`src/design/lar_pkg.sv`:
```
// Shared types, constants and cell rule for the Life row stepper.
package lar_pkg;

  localparam int ROW_WIDTH     = 64;
  localparam int WIDTH_BITS    = 7;
  localparam int COUNT_BITS    = 4;
  localparam int BIRTH_COUNT   = 3;
  localparam int SURVIVE_COUNT = 2;
  localparam int FIFO_DEPTH    = 4;
  localparam int PTR_BITS      = $clog2(FIFO_DEPTH);
  localparam int LVL_BITS      = $clog2(FIFO_DEPTH + 1);

  localparam logic [WIDTH_BITS-1:0] WIDTH_RESET = WIDTH_BITS'(ROW_WIDTH);

  typedef logic [ROW_WIDTH-1:0] row_t;

  typedef struct packed {
    row_t cells;
    logic last;
  } out_beat_t;

  typedef struct packed {
    logic [1:0] cnt;
    out_beat_t  beat0;
    out_beat_t  beat1;
  } push_t;

  // Cells at or above the active width are dead.
  function automatic row_t width_mask(input logic [WIDTH_BITS-1:0] w);
    logic [ROW_WIDTH:0] t;
    t = ({{ROW_WIDTH{1'b0}}, 1'b1} << w) - 1'b1;
    if (w >= WIDTH_BITS'(ROW_WIDTH)) begin
      return '1;
    end
    return t[ROW_WIDTH-1:0];
  endfunction

  // B3/S23 rule on a 3x3 neighborhood; the center is mid[1].
  function automatic logic life_cell(input logic [2:0] up, input logic [2:0] mid,
                                     input logic [2:0] dn);
    logic [COUNT_BITS-1:0] n;
    n = COUNT_BITS'(up[0]) + COUNT_BITS'(up[1]) + COUNT_BITS'(up[2]) +
        COUNT_BITS'(mid[0]) + COUNT_BITS'(mid[2]) +
        COUNT_BITS'(dn[0]) + COUNT_BITS'(dn[1]) + COUNT_BITS'(dn[2]);
    return (n == COUNT_BITS'(BIRTH_COUNT)) ||
           (mid[1] && (n == COUNT_BITS'(SURVIVE_COUNT)));
  endfunction

endpackage

```
`src/design/life_automaton_row_step.sv`:
```
// Conway Life (B3/S23) row stepper with dead borders. It takes one row beat per
// clock and sends each next-generation row once the row below it has arrived, so
// output runs one row behind input; the beat flagged tlast releases the last one
// or two rows of the frame. A beat is held in the input register, the
// neighbor counts and rule for a whole row are combinational, and results wait
// in a four-beat queue; a new row beat is taken every cycle while the queue has
// room for two results, so a stalled output stops input after a few beats.
module life_automaton_row_step
  import lar_pkg::*;
(
  input  logic                  clk,
  input  logic                  rst_n,
  input  logic                  cfg_wr_en,
  input  logic [WIDTH_BITS-1:0] cfg_wr_data,  // active_width
  input  logic                  in_tvalid,
  output logic                  in_tready,
  input  logic [ROW_WIDTH-1:0]  in_tdata,     // row_cells
  input  logic                  in_tlast,     // last_row
  output logic                  out_tvalid,
  input  logic                  out_tready,
  output logic [ROW_WIDTH-1:0]  out_tdata,    // next_row_cells
  output logic                  out_tlast     // last_of_frame
);

  logic [WIDTH_BITS-1:0] width_r;
  logic                  in_valid_r;
  row_t                  in_row_r;
  logic                  in_last_r;
  row_t                  upper_r, upper_nxt;
  row_t                  middle_r, middle_nxt;
  logic                  mid_valid_r, mid_valid_nxt;
  row_t                  mask;
  row_t                  row_mid, row_new, above_new;
  logic                  room_ok, advance;
  push_t                 push;
  out_beat_t             out_beat;

  always_ff @(posedge clk) begin
    if (!rst_n) begin
      width_r <= WIDTH_RESET;
    end else if (cfg_wr_en) begin
      width_r <= cfg_wr_data;
    end
  end

  assign mask      = width_mask(width_r);
  assign advance   = in_valid_r && room_ok;
  assign in_tready = !in_valid_r || advance;

  always_ff @(posedge clk) begin
    if (!rst_n) begin
      in_valid_r <= 1'b0;
    end else if (in_tready) begin
      in_valid_r <= in_tvalid;
    end
  end

  always_ff @(posedge clk) begin
    if (in_tready && in_tvalid) begin
      in_row_r  <= in_tdata;
      in_last_r <= in_tlast;
    end
  end

  // Held middle row, finished now that the row below it is here.
  lar_row_calc u_calc_mid (
    .mask     (mask),
    .above    (upper_r),
    .here     (middle_r),
    .below    (in_row_r),
    .next_row (row_mid)
  );

  // Newest row closed off by the bottom border; its result is used only on the last beat.
  assign above_new = mid_valid_r ? middle_r : '0;

  lar_row_calc u_calc_new (
    .mask     (mask),
    .above    (above_new),
    .here     (in_row_r),
    .below    ('0),
    .next_row (row_new)
  );

  always_comb begin
    push.cnt         = 2'd0;
    push.beat0.cells = row_mid;
    push.beat0.last  = 1'b0;
    push.beat1.cells = row_new;
    push.beat1.last  = 1'b1;
    if (advance) begin
      if (mid_valid_r) begin
        push.cnt = in_last_r ? 2'd2 : 2'd1;
      end else if (in_last_r) begin
        push.cnt        = 2'd1;
        push.beat0      = push.beat1;
      end
    end
  end

  // A row is stored already cut to the width in force when it advances, so a
  // later wider setting cannot bring its upper cells back to life.
  always_comb begin
    upper_nxt     = upper_r;
    middle_nxt    = middle_r;
    mid_valid_nxt = mid_valid_r;
    if (advance) begin
      if (in_last_r) begin
        upper_nxt     = '0;
        middle_nxt    = '0;
        mid_valid_nxt = 1'b0;
      end else begin
        upper_nxt     = above_new;
        middle_nxt    = in_row_r & mask;
        mid_valid_nxt = 1'b1;
      end
    end
  end

  always_ff @(posedge clk) begin
    if (!rst_n) begin
      upper_r     <= '0;
      middle_r    <= '0;
      mid_valid_r <= 1'b0;
    end else begin
      upper_r     <= upper_nxt;
      middle_r    <= middle_nxt;
      mid_valid_r <= mid_valid_nxt;
    end
  end

  lar_out_fifo u_out_fifo (
    .clk        (clk),
    .rst_n      (rst_n),
    .push       (push),
    .room_ok    (room_ok),
    .out_tvalid (out_tvalid),
    .out_tready (out_tready),
    .out_beat   (out_beat)
  );

  assign out_tdata = out_beat.cells;
  assign out_tlast = out_beat.last;

endmodule

```
`src/design/lar_row_calc.sv`:
```
// Next-generation computation of one row from the rows above, at and below it.
module lar_row_calc
  import lar_pkg::*;
(
  input  row_t mask,
  input  row_t above,
  input  row_t here,
  input  row_t below,
  output row_t next_row
);

  logic [ROW_WIDTH+1:0] a_pad, h_pad, b_pad;
  row_t res;

  // A zero on each side gives the dead left and right borders.
  assign a_pad = {1'b0, above & mask, 1'b0};
  assign h_pad = {1'b0, here & mask, 1'b0};
  assign b_pad = {1'b0, below & mask, 1'b0};

  always_comb begin
    for (int i = 0; i < ROW_WIDTH; i++) begin
      res[i] = life_cell(a_pad[i +: 3], h_pad[i +: 3], b_pad[i +: 3]);
    end
  end

  assign next_row = res & mask;

endmodule

```
`src/design/lar_out_fifo.sv`:
```
// Small result queue that takes up to two beats per cycle and sends one while the receiver is ready.
module lar_out_fifo
  import lar_pkg::*;
(
  input  logic      clk,
  input  logic      rst_n,
  input  push_t     push,
  output logic      room_ok,
  output logic      out_tvalid,
  input  logic      out_tready,
  output out_beat_t out_beat
);

  out_beat_t              mem_r [FIFO_DEPTH];
  logic [PTR_BITS-1:0]    wptr_r, wptr_nxt, rptr_r, rptr_nxt;
  logic [LVL_BITS-1:0]    level_r, level_nxt;
  logic                   pop;
  logic [PTR_BITS-1:0]    wptr_p1;

  assign out_tvalid = (level_r != '0);
  assign out_beat   = mem_r[rptr_r];
  assign pop        = out_tvalid && out_tready;
  // Room for the worst case of two beats from one item.
  assign room_ok    = (level_r <= LVL_BITS'(FIFO_DEPTH - 2));
  assign wptr_p1    = wptr_r + 1'b1;

  always_comb begin
    wptr_nxt  = wptr_r + PTR_BITS'(push.cnt);
    rptr_nxt  = pop ? rptr_r + 1'b1 : rptr_r;
    level_nxt = level_r + LVL_BITS'(push.cnt) - LVL_BITS'(pop);
  end

  always_ff @(posedge clk) begin
    if (!rst_n) begin
      wptr_r  <= '0;
      rptr_r  <= '0;
      level_r <= '0;
    end else begin
      wptr_r  <= wptr_nxt;
      rptr_r  <= rptr_nxt;
      level_r <= level_nxt;
    end
  end

  always_ff @(posedge clk) begin
    if (push.cnt != 2'd0) begin
      mem_r[wptr_r] <= push.beat0;
    end
    if (push.cnt == 2'd2) begin
      mem_r[wptr_p1] <= push.beat1;
    end
  end

endmodule

```
`config.mk`:
```
export PLATFORM = sky130hd
export DESIGN_NAME = life_automaton_row_step
export DESIGN_NICKNAME = d
export VERILOG_FILES = /design/src/design/lar_pkg.sv /design/src/design/life_automaton_row_step.sv /design/src/design/lar_row_calc.sv /design/src/design/lar_out_fifo.sv
export SDC_FILE = /design/constraint.sdc
export NUM_CORES = 2
export LEC_CHECK = 0
export ABC_AREA = 1
export ABC_CLOCK_PERIOD_IN_PS = 12750
export CAP_MARGIN = 20
export CORE_ASPECT_RATIO = 1.25
export CORE_MARGIN = 5
export CORE_UTILIZATION = 45
export DETAILED_ROUTE_END_ITERATION = 6
export DONT_BUFFER_PORTS = 1
export GPL_TIMING_DRIVEN = 0
export PLACE_DENSITY = 0.71
export RECOVER_POWER = 25
export SLEW_MARGIN = 20
export SYNTH_ARGS = -nofsm -noshare
export SYNTH_HDL_FRONTEND = slang
export SYNTH_SLANG_ARGS = --single-unit
```
`constraint.sdc`:
```
create_clock -name clk -period 12.75 [get_ports clk]
set_input_delay 2.55 -clock clk [delete_from_list [all_inputs] [get_ports clk]]
set_output_delay 2.55 -clock clk [all_outputs]
set_load 0.05 [all_outputs]
```
==> results.ini <==
[synthesis]
syn-num-nets = 6014
synth_edf_count = 321
synthTopCellsByArea = edfxtp_1, fa_1, nand2_1
synthArstFlopShare_pct = 0
synth-warning-count = 0
seq_area_frac_synth_pct = 29.74
synth_top_flop_cell = edfxtp_1
synth_seq_cells = 471
synth_common_cells = nand2_1, inv_1, nor2_1, fa_1, ha_1
post-synth-top-count-cell = nand2_1
netlist-cell-type-count = 57
syn_area_um2 = 42510
synth_top_area_cell = edfxtp_1
synth.top_cell.area_share_pct = 22.67
syn-instance-count = 5233
avgSynthCellArea_um2 = 8.124

[drt]
drc = 1
vias_per_cell = 5.690
drt_pass1_iterations = 7
drtIter0Drc = 3946
dr_total_vias = 37319
wl_per_cell_um = 22.13
routed_wl_um = 145100
drtAntennaViolNets = 0

[setup_path]
crit_family = adder cells
critPathKind = reg2reg
cpMaxStageDelayCell = a2111oi_0
endpoint_kind = flop
crit_required_ns = 13.22
cp-start-kind = flop
slowest_delay_ns = 0.58
cp.arrival_ns = 8.13
cp_common_cell = inv_1
crit_fanout = 10
path_buf_inv = 9

[timing]
rsz0062_at_grt = false
setup_viol_count_final = 0
fmax_mhz = 130.6
slew_violations = 0
worst_slack_ns = 5.096
finalClockSkew_ns = 0.02741
hold_ws_ns = 0.4644
fin_setup_tns_ns = 0
post-route-min-period_ns = 7.654
relSlewSlack_pct = 1.999
finalCritPeriodShare_pct = 60.03
worst_pin_slew_ns = 1.470
final-hold-violation-count = 0

[pwr]
intPower_mw = 3.218
combPwrFrac_pct = 41.2
ir_worst_vdd_mv = 0.1208
p_switching_mw = 2.536
swShare_pct = 44.07
pwr-share-clk_pct = 28.2
power.density_nw_per_um2 = 124.5
leakagePower_nw = 22.29
power_frac_seq_pct = 30.6
total_power_mw = 5.755

[global_route]
grt_busiest_layer = met2
antenna_found_initial = 16
grt.met2_usage_pct = 46.35
grt_pass1_wl_um = 218700
use_met1_pct = 34.20
grt_usage_pct = 28.15
met3_usage_pct = 6.323
grt_max_degree = 41
overflow = 0
grt_pass1_vias = 36635

[clock_network]
clk_latency_ns = 0.66
numCtsBuffers = 51
cts_setup_buffers = 0
htree_levels = 2
clk_pin_slew_worst_paths_ns = 0.07
cts_tree = yes
cts_resized = 0
postCtsHoldBufs = 0
clockBufferDepth = 3
clkSinkCount = 471
root_buffer = clkbuf_16

[die]
rows = 126
io_pins = 144
die_w_um = 284.9
die_y_um = 353.7
die-area_um2 = 100800
core_um2 = 94120
start_util_pct = 45.17

[cells_and_area]
regArea_um2 = 12640
design_area_um2 = 46210
fin_cells = 6559
fin_nets = 6080
syn2layout_area_growth_pct = 8.682
drive_gt1_share_pct = 6.332
fill_cells = 8778
multi_input_area_um2 = 25090
fin_util_pct = 49.09

[placed_design]
post-place-cells = 6462
routabilityCongestion = 1.029
dp_hpwl_um = 115600
placed_cell_area_um2 = 44530
io_buffers = 0
dp_slack_ns = 6.152

[worst_hold_path]
min_path_type = reg2reg

[job]
cap_violations = 0

[status]
outcome = finished with violations
violations = DRC

registers in the layout (all words and copies together), names as in the netlist, named ones only:
signal	flops
middle_r	64
u_out_fifo.wptr_r	2
in_row_r	64
upper_r	64
mid_valid_r	1
width_r	7
in_last_r	1
u_out_fifo.level_r	3
u_out_fifo.rptr_r	2
u_out_fifo.mem_r	260
in_valid_r	1
worst paths after layout:
| path | from | endpoint | slack, ns | depth (start not counted) |
|---|---|---|---|---|
| setup / recovery | width_r[2]$_SDFFE_PN0P_ | u_out_fifo.mem_r[0][20]$_DFFE_PP_ | 5.10 | 31 |
| hold / removal | upper_r[27]$_SDFFE_PN0P_ | upper_r[27]$_SDFFE_PN0P_ | 0.46 | 2 |
| setup reg to reg | width_r[2]$_SDFFE_PN0P_ | u_out_fifo.mem_r[0][20]$_DFFE_PP_ | 5.10 | 31 |
| hold reg to reg | upper_r[27]$_SDFFE_PN0P_ | upper_r[27]$_SDFFE_PN0P_ | 0.46 | 2 |
layout by cell type, fill, tap and decap left out, types with 70 or more instances in the layout:
cell type / Yosys / routed
dfxtp_1: 150 / 150
o21ai_0: 266 / 266
nand3_1: 154 / 154
edfxtp_1: 321 / 321
nand2_1: 1130 / 1128
clkbuf_1: 134 / 151
a21oi_1: 156 / 156
ha_1: 325 / 325
fa_1: 379 / 379
nand4_1: 69 / 70
nor2_1: 477 / 482
o22ai_1: 106 / 70
inv_1: 1094 / 1095
metal layers:
layer  wire (um)  part of all wire, %
met1       53500                   37
met4       10070                  6.9
met3       14750                   10
met2       66680                   46
met5         135                0.093
kinds of logic after synthesis:
kind of cell               synth area share [%]
AOI/OAI and AO/OA                         10.79
xor gates and xnor gates                 0.3296
adders and majority gates                 27.41
buffers and inverters                     11.81
DFF                                       29.74
and+or+nand+nor                           19.92
power by group through the flow:
stage	Clock [mW]	Sequential [mW]	Combinational [mW]
2_1_floorplan	0	1.77	1.57
3_3_place_gp	0	1.80	2.21
3_5_place_dp	0	1.79	2.33
4_1_cts	1.62	1.76	2.34
5_1_grt	1.68	1.77	2.56
6_report	1.62	1.76	2.37
worst register-to-register path, delay by kind of cell (launching register included):
| kind | cells | cell delay (ns) |
|---|---|---|
| fa+ha+maj | 6 | 2.20 |
| xor+xnor | 1 | 0.14 |
| compound gates | 4 | 1.30 |
| flops | 1 | 0.31 |
| simple gates | 11 | 1.91 |
| buf+inv | 9 | 1.63 |
area by class of cell:
cell class                 instances  share of cell area, %
antenna                            5                0.02708
buffer                           187                  1.684
clock buffer                      72                  3.144
clock inverter                    20                 0.6824
inverter                        1129                  9.172
multi-input combinational       3446                  54.29
sequential                       471                  27.36
tap                             1216                  3.293
timing repair buffer              13                 0.3439
(Power assumes the default switching activity.)
